$ cat src/s3g_pkg.sv
// Shared types, sizes and register codes for the Sobel 3x3 gradient filter.
package s3g_pkg;

	// Largest supported image side, in pixels.
	localparam int MAX_WIDTH = 1024;

	localparam int PIX_W = 8;
	localparam int COL_W = $clog2(MAX_WIDTH);
	localparam int ROW_W = $clog2(MAX_WIDTH + 2);
	localparam int WID_W = 11;
	localparam int CFG_W = 11;
	localparam int IDX_W = 1;
	localparam int SUM_W = PIX_W + 4;
	localparam int LINE_W = 2 * PIX_W;

	// Configuration register indexes.
	localparam logic [IDX_W-1:0] REG_IMAGE_WIDTH = 1'b0;
	localparam logic [IDX_W-1:0] REG_GRADIENT_DIRECTION = 1'b1;

	// Item kinds on the input tuser.
	localparam logic OP_PIXEL = 1'b0;
	localparam logic OP_DRAIN = 1'b1;

	// Gradient direction codes.
	localparam logic DIR_X = 1'b0;
	localparam logic DIR_Y = 1'b1;

	typedef logic [PIX_W-1:0] pix_t;
	typedef logic [1:0] idx_t;
	typedef pix_t [2:0][2:0] win_t;

	// Fixed window rows and columns.
	localparam idx_t ROW_TOP = 2'd0;
	localparam idx_t ROW_MID = 2'd1;
	localparam idx_t ROW_BOT = 2'd2;
	localparam idx_t COL_MID = 2'd1;
	localparam idx_t COL_RIGHT = 2'd2;

	// Window taps that stand for the -1, 0 and +1 neighbors after edge replication.
	typedef struct packed {
		idx_t top;
		idx_t bot;
		idx_t lft;
		idx_t ctr;
	} sel_t;

	// Per-item control produced from the raster position at acceptance.
	typedef struct packed {
		logic emit;
		logic last;
		logic col_zero;
		logic [COL_W-1:0] col;
		sel_t sel;
	} ctl_flags_t;

endpackage

$ cat src/s3g_grad.sv
// Sobel kernel over the selected window taps, clamped to the pixel range.
module s3g_grad import s3g_pkg::*; (
	input win_t win,
	input sel_t sel,
	input logic dir,
	output pix_t grad
);

	logic signed [SUM_W-1:0] d0;
	logic signed [SUM_W-1:0] d1;
	logic signed [SUM_W-1:0] d2;
	logic signed [SUM_W-1:0] sum;

	function automatic logic signed [SUM_W-1:0] ext(input pix_t p);
		return $signed({{(SUM_W - PIX_W){1'b0}}, p});
	endfunction

	always_comb begin
		if (dir == DIR_X) begin
			d0 = ext(win[sel.top][COL_RIGHT]) - ext(win[sel.top][sel.lft]);
			d1 = ext(win[ROW_MID][COL_RIGHT]) - ext(win[ROW_MID][sel.lft]);
			d2 = ext(win[sel.bot][COL_RIGHT]) - ext(win[sel.bot][sel.lft]);
		end else begin
			d0 = ext(win[sel.bot][sel.lft]) - ext(win[sel.top][sel.lft]);
			d1 = ext(win[sel.bot][sel.ctr]) - ext(win[sel.top][sel.ctr]);
			d2 = ext(win[sel.bot][COL_RIGHT]) - ext(win[sel.top][COL_RIGHT]);
		end
		sum = d0 + (d1 <<< 1) + d2;
		if (sum < 0) begin
			grad = '0;
		end else if (sum > ext('1)) begin
			grad = '1;
		end else begin
			grad = sum[PIX_W-1:0];
		end
	end

endmodule

$ cat config.mk
export PLATFORM = sky130hd
export DESIGN_NAME = s3g_grad
export DESIGN_NICKNAME = d
export VERILOG_FILES = /design/src/s3g_pkg.sv /design/src/s3g_grad.sv
export SDC_FILE = /design/constraint.sdc
export NUM_CORES = 1
export LEC_CHECK = 0
export BUFFER_PORTS_ARGS = -buffer_cell sky130_fd_sc_hd__buf_4
export CELL_PAD_IN_SITES_DETAIL_PLACEMENT = 1
export CELL_PAD_IN_SITES_GLOBAL_PLACEMENT = 2
export CORE_ASPECT_RATIO = 2
export CORE_MARGIN = 5
export CORE_UTILIZATION = 34
export DETAILED_ROUTE_END_ITERATION = 8
export PLACE_DENSITY_LB_ADDON = 0.1
export SYNTH_ARGS = -nofsm -noshare
export SYNTH_HDL_FRONTEND = slang
export SYNTH_SLANG_ARGS = --single-unit
$ cat constraint.sdc
create_clock -name vclk -period 23.5
set_clock_uncertainty 0.2 [all_clocks]
set_input_delay 4.7 -clock vclk [all_inputs]
set_output_delay 4.7 -clock vclk [all_outputs]
set_load 0.02 [all_outputs]
* Word-level counts from Yosys, hierarchy flattened
Cells that the tools add are included.
Word-level totals: word-level logic and storage cells 33, input bits 81, register bits after elaboration 0, output and inout port bits 8
Cells by class: mux-type cells 19, add/subtract/negate cells 8, magnitude comparators 6
Operator list (count):
- binary-select mux 24 bit (select 2 bit) | 2
- binary-select mux 8 bit (select 2 bit) | 5
- 2-to-1 mux 8 bit | 7
- subtractor 8 x 8 -> 9 bit | 6
- 2-to-1 mux 24 bit | 2
- adder 12 bit | 2
- 2-to-1 mux 12 bit | 2
- greater-than comparator 12 x 9 -> 1 bit, second input constant | 1
- less-than comparator 12 x 1 -> 1 bit, second input constant | 1
- less-than comparator 2 x 3 -> 1 bit, second input constant | 4
- 2-to-1 mux 11 bit | 1

* Longest topological paths before layout
word-level depth 11, gate-level depth with buffers 26, gate-level depth less buffers 23

* Worst setup path before layout
OpenSTA, ideal clock, no wires.
path kind input port to output port, start input port sel[5] (netlist name), end output port grad[0], data arrival time 9901 ps, required time 18600 ps, stages on the path 26, buffers on the path 3, path slack 8699 ps, path through buf_2 -> nor2b_1 -> clkbuf_1 -> clkbuf_1 -> nand2_1 -> o21ai_0 -> nor2_1 -> o32ai_1 -> mux2_2 -> ha_1 -> inv_1 -> fa_1 -> a21o_1 -> a21oi_1 -> o21bai_1 -> a21oi_1 -> nor2_1 -> a211oi_1 -> fa_1 -> ha_1 -> and3_1 -> and2_2 -> a2bb2oi_1 -> a2111oi_2 -> a221oi_4 -> a21oi_1
On the way: cells in the longest elaborated chain, start to end 11, elaborated cells between the ends (all ways) 19, those cells by class add/sub: 6; order compare: 2; mux: 11
RTL lines:
- start, declared | line s3g_grad.sv:4 | input sel_t sel,
- binary-select mux 24 bit (select 2 bit) *
- 2-to-1 mux 24 bit (not written as such) *
- binary-select mux 8 bit (select 2 bit), on equally long branches | line s3g_grad.sv:22, s3g_grad.sv:24, s3g_grad.sv:25
- 2-to-1 mux 8 bit, on equally long branches | line s3g_grad.sv:22, s3g_grad.sv:24, s3g_grad.sv:25
- subtractor 8 x 8 -> 9 bit, on equally long branches | line s3g_grad.sv:24, s3g_grad.sv:25
- 2-to-1 mux 12 bit or 2-to-1 mux 11 bit (tied branches) | line s3g_grad.sv:19 | if (dir == DIR_X) begin
- adder 12 bit | line s3g_grad.sv:28 | sum = d0 + (d1 <<< 1) + d2;
- adder 12 bit * | line s3g_grad.sv:28
- greater-than comparator 12 x 9 -> 1 bit | line s3g_grad.sv:31 | end else if (sum > ext('1)) begin
- 2-to-1 mux 8 bit | line s3g_grad.sv:31
- 2-to-1 mux 8 bit * | line s3g_grad.sv:29 | if (sum < 0) begin
- end, declared | line s3g_grad.sv:6 | output pix_t grad
Every way passes the cells marked *; elsewhere a longest branch is shown, timed or not. The select of a mux whose other input is x is not followed.

* Worst setup path after layout
start input port sel[5] (netlist name), end output port grad[2]
Same word-level chain as after synthesis.

==> impl_metrics.yaml <==
clock_tree:
  post_cts_resized: 0
  ctsHoldBuffers: 0
  post_cts_buffers: 0
setup_path:
  worstSetupPathType: "input pin to primary output"
  worstPathRequired_ps: 18600
  cp-start-kind: "input pin"
  critical_path_arrival_ps: 10810
  cp_max_fo: 25
  endpoint_kind: "primary output"
global_routing:
  grt_usage: 0.206
  grt_max_degree: 40
  antenna_found_initial: 0
  grt_pass1_vias: 4843
  overflow: 0
  grt_pass1_wl_um: 24100
floorplan:
  rows: 56
  ios: 89
  die_h_um: 164
  fp.dieW_um: 86.9
  die-area_mm2: 0.0142
  fp.coreArea_mm2: 0.0117
  start_util: 0.344
finish:
  postLayoutCellArea_mm2: 0.00475
  antenna_cells: 0
  nFlopsAndLatches: 0
  final-seq-area_um2: 0
  syn2layout_area_growth_pct: 18.2
  fillers: 1532
  nClkBuffers: 0
  layout.nets: 769
  drive_gt1_frac: 0.180
  multiInputGateArea_mm2: 0.00374
yosys:
  synth_cell_types: 50
  synth_top_area_cell: "mux2i_1"
  synth_xor_xnor_area_share: 0.0501
  synth.area.mux_share: 0.232
  syn_area_mm2: 0.00402
  synth_top_area_frac: 0.204
  synth_cells: 572
  synthSimpleGateAreaFrac: 0.159
  synthTopCellsByCount: "82 x mux2i_1, 59 x a21oi_1, 52 x nand2_1, 50 x o21ai_0, 46 x nor2_1"
  synth_top_family_by_area: "compound AO/OA/AOI/OAI gates"
  synthTopCellsByArea: "mux2i_1 20%, ha_1 13%, a21oi_1 7.3%, fa_1 7.0%, o21ai_0 6.2%"
  synth.most_common_cell: "mux2i_1"
  yosysSeqAreaShare: 0
  synth_warnings: 0
  syn_area_per_cell_um2: 7.03
  synth-adder-area-share: 0.203
  syn-num-nets: 710
  synth-compound-area-share: 0.284
placed_design:
  io_buffers: 89
  dp_hpwl_um: 13200
  gp_congestion: 0.870
  placed_area_mm2: 0.00475
min_path:
  min_to: "grad[0]"
  holdCritStartpoint: "win[40]"
  holdPathStages: 8
  hp-class: "input pin to primary output"
outcome:
  status: "finished, final reports clean"
sta:
  fmax_mhz: 63.6
  slew_headroom: 0.487
  finalSetupTns_ps: 0
  setup_viol: 0
  hold_viol: 0
  fin_crit_sh: 0.669
  rsz0062_at_grt: "false"
  period_minus_slack_ps: 15710
  tightestPinTransition_ps: 769
  drv_slew: 0
detailed_routing:
  drt.antenna.violating_nets: 0
  routed_via_density: 5.65
  route.detailed.drc: 0
  vias: 4372
  drtIter0Drc: 167
  wirelength_um: 15000
  first_pass_iters: 4
  wl_per_cell_um: 19.4
run:
  drv_cap: 0
pwr:
  irDropWorstVdd_v: 0.000124
  power.density_mw_per_mm2: 101
  p_leak_nw: 2.30
## how the worst max path moves through the flow
stage / start / to / depth (start not counted)
after CTS: sel[5] / grad[2] / 25
final: sel[5] / grad[2] / 25
after floorplan: sel[5] / grad[0] / 26
after detailed placement: sel[5] / grad[2] / 25
after global routing: sel[4] / grad[2] / 25
after global placement: sel[5] / grad[1] / 25
## stage by stage
| stage | utilization | setup slack [ps] | power [mW] | cells | hold slack (ps) |
|---|---|---|---|---|---|
| finish | 0.406 | 7790 | 0.482 | 774 | 10200 |
| floorplan | - | 8700 | 0.338 | 572 | 9970 |
| global route | 0.406 | 7280 | 0.532 | 774 | 10320 |
| detailed placement | 0.406 | 7710 | 0.486 | 774 | 10190 |
| CTS | 0.406 | 7690 | 0.490 | 774 | 10200 |
| global placement | 0.406 | 7960 | 0.473 | 774 | 10180 |
## where the power goes
group / internal [mW] / total, mW / leakage, nW / switching [mW]
sequential: 0 / 0 / 0 / 0
combinational: 0.200 / 0.482 / 2.30 / 0.282
clock: 0 / 0 / 0 / 0
## layout make-up
type / count / share of cell area
inverter: 39 / 0.0308
tap: 145 / 0.0382
timing repair buffer: 92 / 0.145
multi-input combinational: 498 / 0.786
## per-layer routing
metal / routed length (um) / vias to the layer above / global-route usage
met5: 0 / - / 0
met4: 314 / 0 / 0.0418
met3: 509 / 19 / 0.00853
met2: 8230 / 94 / 0.412
met1: 5950 / 2093 / 0.232
li1: - / 2166 / -
## cells by family after synthesis
kind of cell             count (synthesis)
AO/OA/AOI/OAI                          186
XOR/XNOR                                23
adder cells (fa/ha/maj)                 57
buffers and inverters                   74
multiplexers                            92
AND/OR/NAND/NOR                        140
## critical path: stages
cell      delay [ps]
buf_4            350
nor2b_1           90
buf_4            230
nand2_1           90
o21ai_0          250
mux2i_1          230
o22ai_1          170
mux2_2           310
ha_1             270
nor2b_1          120
o21ai_0          290
a21boi_0         150
o21ai_0          360
nand2b_1         120
xnor2_1          170
fa_1             560
inv_1             50
ha_1             370
and4_1           230
a211oi_2         310
nand2_1          120
a2111o_1         460
a221oi_4         450
a21oi_1          140
buf_4            200
## placed cells by master, fill, tap and decap left out, drive strengths merged, types with 9 or more instances in the layout
cell,synthesis,layout
mux2i,82,82
a21oi,59,59
mux2,10,10
inv,39,39
a211oi,18,18
buf,12,92
a21o,9,9
xnor2,16,16
nand2,52,52
nor2b,12,12
fa,14,14
o21ai,55,55
ha,43,43
nor2,46,46
o22ai,17,17
(Power assumes the default switching activity.)
