[src/s3g_pkg.sv]
// Shared types, sizes and register codes for the Sobel 3x3 gradient filter.
package s3g_pkg;

	// Largest supported image side, in pixels.
	localparam int MAX_WIDTH = 1024;

	localparam int PIX_W = 8;
	localparam int COL_W = $clog2(MAX_WIDTH);
	localparam int ROW_W = $clog2(MAX_WIDTH + 2);
	localparam int WID_W = 11;
	localparam int CFG_W = 11;
	localparam int IDX_W = 1;
	localparam int SUM_W = PIX_W + 4;
	localparam int LINE_W = 2 * PIX_W;

	// Configuration register indexes.
	localparam logic [IDX_W-1:0] REG_IMAGE_WIDTH = 1'b0;
	localparam logic [IDX_W-1:0] REG_GRADIENT_DIRECTION = 1'b1;

	// Item kinds on the input tuser.
	localparam logic OP_PIXEL = 1'b0;
	localparam logic OP_DRAIN = 1'b1;

	// Gradient direction codes.
	localparam logic DIR_X = 1'b0;
	localparam logic DIR_Y = 1'b1;

	typedef logic [PIX_W-1:0] pix_t;
	typedef logic [1:0] idx_t;
	typedef pix_t [2:0][2:0] win_t;

	// Fixed window rows and columns.
	localparam idx_t ROW_TOP = 2'd0;
	localparam idx_t ROW_MID = 2'd1;
	localparam idx_t ROW_BOT = 2'd2;
	localparam idx_t COL_MID = 2'd1;
	localparam idx_t COL_RIGHT = 2'd2;

	// Window taps that stand for the -1, 0 and +1 neighbors after edge replication.
	typedef struct packed {
		idx_t top;
		idx_t bot;
		idx_t lft;
		idx_t ctr;
	} sel_t;

	// Per-item control produced from the raster position at acceptance.
	typedef struct packed {
		logic emit;
		logic last;
		logic col_zero;
		logic [COL_W-1:0] col;
		sel_t sel;
	} ctl_flags_t;

endpackage

[src/s3g_ctl.sv]
// Configuration registers and raster position counters with per-item control flags.
module s3g_ctl import s3g_pkg::*; (
	input logic clk,
	input logic arst_n,
	input logic cfg_we,
	input logic [IDX_W-1:0] cfg_index,
	input logic [CFG_W-1:0] cfg_data,
	input logic step,
	output ctl_flags_t flags,
	output logic dir
);

	logic [COL_W-1:0] wm1_q;
	logic dir_q;
	logic [COL_W-1:0] col_q;
	logic [ROW_W-1:0] row_q;
	logic [ROW_W-1:0] row_w;
	logic [ROW_W-1:0] row_w1;
	logic rr_first;
	logic rr_last;
	logic cc_first;
	logic [COL_W-1:0] wm1_new;

	// Width 0 acts as 1 and anything above the maximum is clamped.
	always_comb begin
		if (cfg_data == '0) begin
			wm1_new = '0;
		end else if (int'(cfg_data) > MAX_WIDTH) begin
			wm1_new = COL_W'(MAX_WIDTH - 1);
		end else begin
			wm1_new = COL_W'(cfg_data - CFG_W'(1));
		end
	end

	assign row_w = ROW_W'(wm1_q) + ROW_W'(1);
	assign row_w1 = ROW_W'(wm1_q) + ROW_W'(2);

	// A column-zero item finishes the previous row, so its result sits two rows up.
	always_comb begin
		flags.col_zero = (col_q == '0);
		flags.col = col_q;
		flags.emit = (row_q >= ROW_W'(2)) || (row_q == ROW_W'(1) && !flags.col_zero);
		flags.last = flags.col_zero && (row_q == row_w1);
		rr_first = flags.col_zero ? (row_q == ROW_W'(2)) : (row_q == ROW_W'(1));
		rr_last = flags.col_zero ? (row_q == row_w1) : (row_q == row_w);
		cc_first = flags.col_zero ? (wm1_q == '0) : (col_q == COL_W'(1));
		flags.sel.top = rr_first ? ROW_MID : ROW_TOP;
		flags.sel.bot = rr_last ? ROW_MID : ROW_BOT;
		flags.sel.ctr = flags.col_zero ? COL_RIGHT : COL_MID;
		flags.sel.lft = cc_first ? flags.sel.ctr : flags.sel.ctr - idx_t'(1);
	end

	assign dir = dir_q;

	always_ff @(posedge clk or negedge arst_n) begin
		if (!arst_n) begin
			wm1_q <= COL_W'(MAX_WIDTH - 1);
			dir_q <= DIR_X;
			col_q <= '0;
			row_q <= '0;
		end else if (cfg_we) begin
			case (cfg_index)
				REG_IMAGE_WIDTH: begin
					wm1_q <= wm1_new;
					col_q <= '0;
					row_q <= '0;
				end
				REG_GRADIENT_DIRECTION: begin
					dir_q <= cfg_data[0];
				end
				default: begin
				end
			endcase
		end else if (step) begin
			if (flags.last) begin
				col_q <= '0;
				row_q <= '0;
			end else if (col_q == wm1_q) begin
				col_q <= '0;
				row_q <= row_q + ROW_W'(1);
			end else begin
				col_q <= col_q + COL_W'(1);
			end
		end
	end

endmodule

[config.mk]
export PLATFORM = sky130hd
export DESIGN_NAME = s3g_ctl
export DESIGN_NICKNAME = d
export VERILOG_FILES = /design/src/s3g_pkg.sv /design/src/s3g_ctl.sv
export SDC_FILE = /design/constraint.sdc
export NUM_CORES = 1
export LEC_CHECK = 0
export BUFFER_PORTS_ARGS = -buffer_cell sky130_fd_sc_hd__buf_2
export CAP_MARGIN = 5
export CORE_UTILIZATION = 40
export DETAILED_ROUTE_END_ITERATION = 12
export PLACE_DENSITY_LB_ADDON = 0.05
export SLEW_MARGIN = 30
export SYNTH_ARGS = -nofsm -noshare
export SYNTH_HDL_FRONTEND = slang
export SYNTH_SLANG_ARGS = --single-unit
[constraint.sdc]
create_clock -name clk -period 2.8 [get_ports clk]
set_clock_uncertainty 0.15 [all_clocks]
set_input_delay 0.14 -clock clk [delete_from_list [all_inputs] [get_ports clk]]
set_output_delay 0.14 -clock clk [all_outputs]
set_load 0.02 [all_outputs]
Yosys cells after proc, flatten, opt, wreduce, memory -nomap -nowiden:

Cells that the tools add are included.

* bits in registers: 32
* input bits: 16
* output and inout bits: 22
* logic and storage cells: 52

* add/sub/neg operators: 6
* magnitude comparators: 2
* eq/ne operators: 7
* mux-type cells: 19
* bitwise gates (word level): 1
* reductions and logical operators: 13

Operators with widths (count)
* 10-bit 2-to-1 mux: 7
* 11-bit 2-to-1 mux: 5
* 11-bit equality test: 2
* 10-bit zero test: 2
* 10-bit by 1-bit adder with 11-bit output (second input constant): 1
* 10-bit by 2-bit adder with 11-bit output (second input constant): 1
* 11-bit by 1-bit adder with 11-bit output (second input constant): 1
* 11-bit by 1-bit equality test with 1-bit output (second input constant): 1
* 11-bit by 2-bit equality test with 1-bit output (second input constant): 1
* 11-bit by 2-bit greater-or-equal comparator with 1-bit output (second input constant): 1
* 11-bit greater-than comparator (second input constant): 1
* 11-bit zero test: 1
* 10-bit by 1-bit adder with 10-bit output (second input constant): 1
* 10-bit by 1-bit equality test with 1-bit output (second input constant): 1
* 10-bit equality test: 1
* 10-bit by 1-bit subtractor with 10-bit output (second input constant): 1
* 2-bit 2-to-1 mux: 3
* 2-bit AND reduction: 3
* 1-bit 2-to-1 mux: 4
* 3-bit AND reduction: 1
* 3-bit nonzero test: 1
* 1-bit logical AND: 2
* 2-bit inequality test (second input constant): 1
* 2-bit nonzero test: 1
* other kinds (4): 4

Depth between registers and ports, before layout:

Gate-level depths: netlist of run 1.

* word-level depth: 6
* gate-level depth with buffers: 9
* gate-level depth less buffers: 8

Worst setup path after synthesis of run 1:

OpenSTA, ideal clock, no wires.

* path type: flip-flop to output port
* start point: register col_q[2]
* end point: output flags[4] in the netlist's numbering
* data arrival time: 2.257 ns
* data required time: 2.510 ns
* path slack: 0.253 ns
* stages on the path, launching flop included: 10
* path buffers: 3
* cells stage by stage: dfrtp_1 buf_6 nor4_4 nand3_2 nand4b_1 nor4_2 and2_2 buf_4 or2_2 buf_4

RTL lines
* start, declared: line s3g_ctl.sv:15 `logic [COL_W-1:0] col_q;`
* start signal, assigned: line s3g_ctl.sv:82 `col_q <= col_q + COL_W'(1);`
* end, declared: line s3g_ctl.sv:9 `output ctl_flags_t flags,`

==> flow_summary_export.csv, run 1 <==
group,metric,value,unit
run_status,status,"complete, but fails checks",
run_status,failed_checks,"negative hold slack, negative setup slack",
flow_run,drv_cap,0,
synth,yosysMostFrequentCell,"nand2_1",
sta,max_freq,0.353,GHz
critical_path,cp-start-kind,"flip-flop",
hold_path,hp-start,"cfg_data[5]",
clocking,cts_tree,"yes",
floorplanning,io_pins,38,
route,ant_nets,0,
sta,hold_viol,1,
route,drc,0,
route,drtIter0Drc,129,
synth,ys_warn_count,0,
floorplanning,num_rows,30,
critical_path,crit_buf_inv,2,
sta,finalSetupTns,-0.0366,ns
hold_path,worst_hold_path.num_cells,4,
critical_path,worstRegToRegCells,8,
critical_path,cpMaxStageDelayCell,"dfstp_2",
sta,fin_crit,2.84,ns
route,dr.pass1.iters,4,
clocking,cts.sinks,32,
sta,max_slew.worst_pin.slew,0.766,ns
critical_path,arrival,2.55,ns
hold_path,hold_class,"in2reg",
synth,syn_avg_cell_area,8.28,sq um
global_routing,grt_pass1_wl,12.4,mm
clocking,cts_root_buffer,"clkbuf_8",
power,vdd_drop_max,302,uV
synth,synth-async-reset-ratio,100,%
place,gp_congestion,0.788,
route,routed_wl,7.69,mm
synth,yosysTopAreaCell,"dfrtp_1",
synth,synthTopCellsByCount,"nand2_1, nand3_1, dfrtp_1",
sta,setup_viol,1,
synth,syn_nets,370,
critical_path,cp_max_fo,5,
synth,synth_area_leaders,"dfrtp_1, dfstp_2, nand2_1",
global_routing,track_usage,21.5,%
synth,synth_edf_count,0,
cells_and_area,num_antenna_cells,0,
critical_path,worstPathRequired,2.51,ns
place,hpwl,5.63,mm
synth,synth.top_cell.area_share,19.4,%
floorplanning,coreArea,0.00683,sq mm
synth,synth.cell_area,0.00284,sq mm
power,p_per_area,595,mW/mm^2
critical_path,r2r_slack,0.09,ns
sta,worst_slack,-0.0366,ns
critical_path,rr_endpoint,"row_q[9]",
global_routing,grt_pass1_vias,2464,
route,viasPerCell,5.44,
hold_path,min_to,"wm1_q[5]",
global_routing,grt-ovfl-total,0,
synth,synthFlopType,"dfrtp_1",
power,total_leakage_power,0.00151,uW
cells_and_area,layout.nets,420,
sta,slew_headroom,48.9,%
critical_path,path_cells,"ha_4 -> nand3_4 -> o31a_1 -> o31ai_2 -> o21ai_1 -> nor4b_2 -> buf_4 -> or2_2 -> buf_6",
floorplanning,die_h,86.2,um
floorplanning,die_area,0.00744,sq mm
critical_path,r2r_start,"wm1_q[3]",
clocking,clkLatencyLatePin,0.30,ns
route,via_count,2667,
global_routing,grt_antenna_before_repair,0,
clocking,cts_inserted_buffers,5,
cells_and_area,regArea,813,sq um
cells_and_area,fill_cells,707,
cells_and_area,multiInputGateArea,0.00193,sq mm
synth,synth_seq_cells,32,
critical_path,slowest_delay,0.64,ns
synth,ys_types,62,
cells_and_area,layout-drive-gt1-share,27.9,%
sta,hold_ws,-0.00192,ns
floorplanning,start_util,41.6,%
clocking,clk_path_buf_depth,2,
synth,syn_inst,343,
critical_path,end_kind,"output port",
power,total_power,2070,uW
sta,slew_viol_final,0,
critical_path,cpLargestDelayFamily,"flip-flops",
cells_and_area,synthToLayoutAreaGrowth,22.4,%
global_routing,grt_max_degree,33,
clocking,path_clk_slew,0.08,ns
synth,seq_area_frac_synth,28.6,%
floorplanning,dieWidth,86.2,um
place,numPortBuffers,36,
route,wl_per_cell,15.7,um
critical_path,cp_num_cells,9,
clocking,htree_levels,2,
sta,finalCritPeriodShare,101,%
sta,grt_setup_unrepaired,"true",
critical_path,crit_type,"reg2out",
through the flow:
step | util (%) | cell area [sq um] | instances | worst slack, ns
finish | 50.9 | 3480 | 490 | -0.0366
global route | 50.9 | 3480 | 490 | -0.106
CTS | 49.7 | 3400 | 487 | -0.0290
detailed placement | 46.4 | 3170 | 472 | 0.0644
global placement | 46.4 | 3170 | 472 | 0.105
floorplan | - | 2840 | 343 | 0.253
sequential cells by signal (all words and copies together) (netlist names):
signal	cells
wm1_q	10
row_q	11
col_q	10
dir	1
worst max path at each step:
stage | slack (ns) | to | from
global placement | 0.10 | flags[4] | wm1_q[1]
finish | -0.04 | flags[4] | wm1_q[1]
global route | -0.11 | flags[4] | wm1_q[1]
floorplan | 0.25 | flags[4] | col_q[2]
CTS | -0.03 | flags[4] | wm1_q[1]
detailed placement | 0.06 | flags[4] | wm1_q[1]
area by class of cell:
class	count	share of cell area, %
Sequential cell	32	23.4
Tap cell	96	3.46
Clock inverter	2	0.324
Clock buffer	6	2.70
Inverter	16	1.73
Timing Repair Buffer	67	12.7
Multi-Input combinational cell	271	55.7
where the power goes:
part / internal, uW / leakage [uW] / switching [uW] / total (uW)
clock: 228 / 0.0000566 / 198 / 426
combinational: 405 / 0.00106 / 520 / 925
sequential: 556 / 0.000399 / 162 / 718
total: 1190 / 0.00151 / 880 / 2070
routing by layer:
metal,global-route usage (%),vias to the layer above,wire (um)
li1,-,1345,-
met1,29.4,1261,3730
met2,35.8,55,3620
met3,3.43,6,273
met4,4.55,0,64
met5,0,-,0
tightest hold or removal path, stage by stage:
cell and delay [ns]:
buf_2 0.09, xor2_1 0.06, nor2_1 0.08, o31ai_1 0.07
layout by cell type, fill, tap and decap left out, types with 3 or more instances in the layout:
cell type	synthesis	layout
buf_4	6	28
nand3_2	2	3
nor2_1	18	18
xnor2_1	17	17
nor4_1	6	5
nand2_1	41	40
nand4_1	7	7
a21oi_1	8	8
or4_1	3	3
dfrtp_1	22	22
and3_1	7	7
clkbuf_8	0	5
inv_1	16	16
xor2_1	15	15
o311ai_0	8	7
o21a_1	4	4
nand2b_1	3	3
nor3_1	14	13
buf_2	3	34
o31ai_1	6	4
a21o_1	4	4
nor4_4	3	5
nor4b_1	4	3
ha_1	11	9
nand3b_1	3	3
dfstp_2	10	10
a211oi_1	4	4
o21ai_0	19	17
nand3_1	23	21
mux2i_1	3	3
what timing repair did:
action	in CTS	in global routing
buffers inserted	5	3
endpoints found under the setup margin	3	11
hold endpoints to repair	23	0
pin swaps	2	7
hold buffers	2	0
resized for setup	12	14
logic make-up (layout without fill, tap and decap cells):
kind of cell,count (synthesis),in the layout,share of synthesized area (%)
buffers and inverters,40,91,7.01
adder cells (fa/ha/maj),13,13,5.55
AO/OA/AOI/OAI,72,72,18.0
multiplexers,3,3,1.06
other,1,1,0.132
XOR/XNOR,32,32,9.87
AND/OR/NAND/NOR,150,150,29.7
flip-flops,32,32,28.6
Note: power is estimated with default switching activity, not from simulation.
==> run 2, diff against run 1 <==
--- a/config.mk
+++ b/config.mk
@@ -7,7 +7,7 @@
 export LEC_CHECK = 0
 export BUFFER_PORTS_ARGS = -buffer_cell sky130_fd_sc_hd__buf_2
 export CAP_MARGIN = 5
-export CORE_UTILIZATION = 40
+export CORE_UTILIZATION = 55
 export DETAILED_ROUTE_END_ITERATION = 12
 export PLACE_DENSITY_LB_ADDON = 0.05
 export SLEW_MARGIN = 30
==> run 2 against run 1 <==
The run ends with negative setup slack left. Design area down 2.9%. Register-to-register slack got worse by 0.04 ns. Non-clock buffer count fell by 7. Clock-buffer cell count up 1. Flip-flop and latch count unchanged. Power rose by 1.7%. Critical endpoint unchanged. Largest cell class unchanged.
==> flow_summary_export.csv, run 2 (same netlist as run 1, synthesis figures left out) <==
group,metric,value,unit
run_status,status,"complete, but fails checks",
run_status,failed_checks,"negative setup slack",
critical_path,cpLargestDelayFamily,"simple AND/OR/NAND/NOR gates",
critical_path,cp_max_fo,7,
clocking,clk_path_buf_depth,2,
cells_and_area,final_util,69.6,%
global_routing,grt_max_degree,33,
route,drc,0,
clocking,cts_root_buffer,"clkbuf_8",
sta,hold_ws,0.0199,ns
place,gp_congestion,0.840,
power,total_leakage_power,0.00148,uW
floorplanning,io_pins,38,
cells_and_area,layout.nets,413,
route,routed_wl,7.25,mm
power,total_power,2100,uW
cells_and_area,final_common_cell,"nand2_1",
floorplanning,start_util,58.6,%
critical_path,arrival,2.53,ns
clocking,cts_tree,"yes",
clocking,htree_levels,2,
place,dpl_cell_area,0.00308,sq mm
route,via_count,2750,
power,p_per_area,624,mW/mm^2
sta,max_freq,0.355,GHz
sta,slew_viol_final,0,
route,drtIter0Drc,206,
sta,hold_viol,0,
power,vdd_drop_max,382,uV
clocking,clkLatencyLatePin,0.29,ns
place,numPortBuffers,36,
flow_run,drv_cap,0,
cells_and_area,top_regs,"row_q (11), col_q (10), wm1_q (10)",
hold_path,hold_class,"in2reg",
sta,worst_slack,-0.0164,ns
critical_path,end_kind,"output port",
cells_and_area,largest_reg_flops,11,
global_routing,grt_antenna_before_repair,0,
sta,grt_setup_unrepaired,"true",
sta,setup_viol,1,
floorplanning,dieWidth,73.8,um
clocking,cts_inserted_buffers,5,
floorplanning,die_area,0.00545,sq mm
floorplanning,num_rows,25,
critical_path,cp-start-kind,"flip-flop",
cells_and_area,layout-drive-gt1-share,26.4,%
global_routing,grt-ovfl-total,0,
sta,finalSetupTns,-0.0164,ns
floorplanning,coreArea,0.00485,sq mm
critical_path,path_cells,"nand2_2 -> o41ai_2 -> o31ai_1 -> nor4_2 -> and2_4 -> or2_4 -> buf_4",
critical_path,cpMaxStageDelayCell,"dfstp_2",
clocking,path_clk_slew,0.06,ns
route,ant_nets,0,
critical_path,crit_type,"reg2out",
cells_and_area,fin_area,0.00337,sq mm
cells_and_area,num_antenna_cells,0,
clocking,cts.sinks,32,
route,viasPerCell,6.06,
sta,slew_headroom,49.9,%
sta,max_slew.worst_pin.slew,0.743,ns
cells_and_area,layout_common_cells,"nand2_1, buf_2, buf_4",
critical_path,r2r_slack,0.05,ns
global_routing,track_usage,29.4,%
global_routing,grt_pass1_vias,2508,
sta,fin_crit,2.82,ns
route,dr.pass1.iters,5,
sta,finalCritPeriodShare,101,%
cells_and_area,fill_cells,415,
floorplanning,die_h,73.8,um
cells_and_area,synthToLayoutAreaGrowth,18.9,%
place,hpwl,5.21,mm
global_routing,grt_pass1_wl,12.2,mm
critical_path,crit_buf_inv,1,
route,wl_per_cell,16.0,um
critical_path,slowest_delay,0.66,ns
cells_and_area,largest-register,"row_q",
critical_path,worstPathRequired,2.51,ns
[run 2: worst paths after layout]
path / start / to / cells after the start
worst max-delay path: wm1_q[5] / flags[4] / 7
worst min-delay path: cfg_data[5] / wm1_q[5] / 4
worst max register to register: wm1_q[5] / row_q[4] / 9
worst min register to register: dir / dir / 2
max in group asynchronous: arst_n / col_q[6] / 2
min in group asynchronous: arst_n / row_q[0] / 2
[run 2: through the flow]
step | cells | setup slack, ns
after detailed placement | 437 | -0.00187
after global routing | 454 | -0.126
after floorplan | 343 | 0.253
after CTS | 454 | 0.00429
final | 454 | -0.0164
after global placement | 437 | 0.126
[run 2: layout make-up]
type,instances,area (sq um),area share (%)
well taps,67,83.8,2.48
clock buffers,7,96.3,2.86
inverters,16,60.1,1.78
clock inverters,1,30.0,0.890
repair buffers,60,368,10.9
multi-input cells,271,1920,57.0
flip-flops and latches,32,813,24.1
[run 2: power by group]
part / switching, uW / internal [uW]
Sequential: 177 / 556
Clock: 175 / 314
Combinational: 506 / 376
[run 2: timing repair]
action / in CTS / in global routing
setup endpoints to repair: 2 / 9
hold endpoints to repair: 23 / 0
hold buffers: 2 / 0
pin swaps: 6 / 4
gates resized for setup: 14 / 12
setup buffers: 7 / 0
[run 2: per-layer routing]
layer | GRT usage [%] | vias up | share of wire, %
li1 | - | 1328 | -
met4 | 12.4 | 0 | 2.2
met3 | 5.35 | 22 | 5.9
met1 | 39.6 | 1287 | 45
met5 | 0 | - | 0
met2 | 46.0 | 113 | 47
[run 2: worst reg2reg max path: cells and delay by family (launching register included)]
family | cells | cell delay, ns
flip-flops | 1 | 0.66
AO/OA/AOI/OAI | 5 | 0.99
buffers and inverters | 2 | 0.36
AND/OR/NAND/NOR | 2 | 0.52
==> run 3, diff against run 2 <==
--- a/config.mk
+++ b/config.mk
@@ -9,6 +9,7 @@
 export CAP_MARGIN = 5
 export CORE_UTILIZATION = 55
 export DETAILED_ROUTE_END_ITERATION = 12
+export GPL_TIMING_DRIVEN = 0
 export PLACE_DENSITY_LB_ADDON = 0.05
 export SLEW_MARGIN = 30
 export SYNTH_ARGS = -nofsm -noshare
==> constraint.sdc (replaced) <==
create_clock -name clk -period 2.8 [get_ports clk]
set_clock_uncertainty 0.15 [all_clocks]
set_input_delay 0.28 -clock clk [delete_from_list [all_inputs] [get_ports clk]]
set_output_delay 0.28 -clock clk [all_outputs]
set_load 0.02 [all_outputs]
==> run 3 against run 2 <==
The run still ends with negative setup slack left. Clock power is 8.2% lower. Non-clock buffer count is 17 higher. Design area is 6.9% higher. Maximum frequency is 7.1% lower. Highest routed layer unchanged. Setup slack worse by 0.22 ns. Die area stayed put. Worst hold slack better by 0.097 ns. Critical path depth is 3 higher. Critical path type unchanged.
==> flow_summary_export.csv, run 3 (same netlist as run 1, synthesis figures left out) <==
group,metric,value,unit
clocking,cts_inserted_buffers,5,
critical_path,arrival,2.60,ns
route,wl_per_cell,17.2,um
sta,max_slew.worst_pin.slew,0.728,ns
cells_and_area,layout-drive-gt1-share,29.5,%
critical_path,crit_buf_inv,5,
cells_and_area,fin_area,0.00361,sq mm
critical_path,cp_max_fo,5,
floorplanning,coreArea,0.00485,sq mm
sta,slew_headroom,51.4,%
global_routing,grt_antenna_before_repair,0,
sta,setup_viol,4,
sta,hold_viol,0,
route,drc,0,
flow_run,drv_cap,0,
floorplanning,die_area,0.00545,sq mm
route,drtIter0Drc,172,
sta,worst_slack,-0.232,ns
sta,slew_viol_final,0,
clocking,cts.sinks,32,
clocking,path_clk_slew,0.07,ns
critical_path,cp-startpoint,"wm1_q[1]",
power,total_leakage_power,0.00156,uW
cells_and_area,synthToLayoutAreaGrowth,27.0,%
clocking,cts_root_buffer,"clkbuf_8",
place,dpl_cell_area,0.00310,sq mm
cells_and_area,num_antenna_cells,0,
critical_path,cp-start-kind,"flip-flop",
global_routing,grt_max_degree,33,
cells_and_area,final_common_cell,"nand2_1",
floorplanning,die_h,73.8,um
critical_path,r2r_start,"wm1_q[1]",
floorplanning,dieWidth,73.8,um
place,numPortBuffers,35,
global_routing,grt_pass1_vias,2590,
critical_path,end_kind,"output port",
global_routing,grt-ovfl-total,0,
run_status,failed_checks,"negative setup slack",
sta,grt_setup_unrepaired,"true",
clocking,cts_tree,"yes",
critical_path,path_cells,"buf_6 -> buf_12 -> buf_4 -> xnor2_1 -> nor3_1 -> nand4b_1 -> nor4_4 -> and2_4 -> buf_4 -> buf_6",
cells_and_area,final_util,74.4,%
clocking,clk_path_buf_depth,2,
cells_and_area,layout.nets,430,
place,hpwl,5.15,mm
route,viasPerCell,6.16,
global_routing,grt_pass1_wl,12.4,mm
hold_path,hp-start,"cfg_index",
route,via_count,2903,
place,gp_congestion,0.923,
route,ant_nets,0,
cells_and_area,fill_cells,355,
critical_path,cpMaxStageDelayCell,"dfstp_2",
cells_and_area,top_regs,"row_q (11), col_q (10), wm1_q (10)",
critical_path,crit_type,"reg2out",
place,dp.cells,445,
cells_and_area,largest_reg_flops,11,
floorplanning,start_util,58.6,%
route,dr.pass1.iters,5,
cells_and_area,layout_common_cells,"nand2_1, buf_2, buf_4, dfrtp_1, nand3_1",
clocking,htree_levels,2,
critical_path,slowest_delay,0.63,ns
sta,hold_ws,0.117,ns
sta,finalCritPeriodShare,108,%
run_status,status,"complete, but fails checks",
sta,finalSetupTns,-0.617,ns
global_routing,track_usage,30.0,%
route,routed_wl,8.09,mm
cells_and_area,largest-register,"row_q",
power,p_per_area,610,mW/mm^2
critical_path,worstPathRequired,2.37,ns
sta,max_freq,0.330,GHz
sta,fin_crit,3.03,ns
power,vdd_drop_max,398,uV
cells_and_area,stdcell_count,471,
clocking,clkLatencyLatePin,0.29,ns
hold_path,hold_class,"in2reg",
floorplanning,num_rows,25,
floorplanning,io_pins,38,
critical_path,cpLargestDelayFamily,"simple AND/OR/NAND/NOR gates",
-- run 3: final cells by class --
class | instances | area (sq um) | share of cell area (%)
Tap cell | 67 | 83.8 | 2.32
Sequential cell | 32 | 813 | 22.6
Inverter | 16 | 60.1 | 1.67
Clock buffer | 6 | 72.6 | 2.01
Buffer | 22 | 133 | 3.68
Timing Repair Buffer | 55 | 363 | 10.1
Clock inverter | 2 | 35.0 | 0.972
Multi-Input combinational cell | 271 | 2050 | 56.7
-- run 3: worst paths after layout --
kind	to	slack, ns	cells past startpoint
worst max-delay path	flags[19]	-0.23	10
worst min-delay path	dir	0.12	3
worst max register to register	row_q[4]	-0.02	12
worst min register to register	dir	0.33	2
max in group asynchronous	col_q[6]	1.61	2
min in group asynchronous	row_q[1]	0.43	2
-- run 3: metal layers --
| layer | part of all wire, % | vias to the layer above | GRT usage [%] | wire length, um |
|---|---|---|---|---|
| met5 | 0 | - | 0 | 0 |
| met4 | 4.4 | 0 | 12.8 | 353 |
| met1 | 41 | 1372 | 36.7 | 3310 |
| li1 | - | 1365 | - | - |
| met3 | 6.2 | 37 | 6.31 | 500 |
| met2 | 49 | 129 | 50.7 | 3920 |
-- run 3: metrics by stage --
stage / worst slack (ns) / power, uW
finish: -0.232 / 2200
global route: -0.294 / 2300
CTS: -0.116 / 2060
detailed placement: -0.269 / 1530
global placement: -0.310 / 1500
floorplan: 0.113 / 1300
-- run 3: what timing repair did --
item | 4_1_cts | 5_1_grt
buffers inserted | 13 | 6
hold buffers | 1 | 0
endpoints found under the hold margin | 22 | 0
endpoints found under the setup margin | 9 | 16
gates resized for setup | 30 | 19
pin swaps | 13 | 15
-- run 3: tightest hold or removal path, stage by stage --
cell and delay [ns]:
buf_2 0.10, nand2_1 0.07, o21ai_0 0.07
-- run 3: power by group --
part	internal, uW	switching, uW	leakage [uW]
registers	556	123	0.000399
clock network	264	185	0.0000552
logic	431	641	0.00111
total	1250	949	0.00156
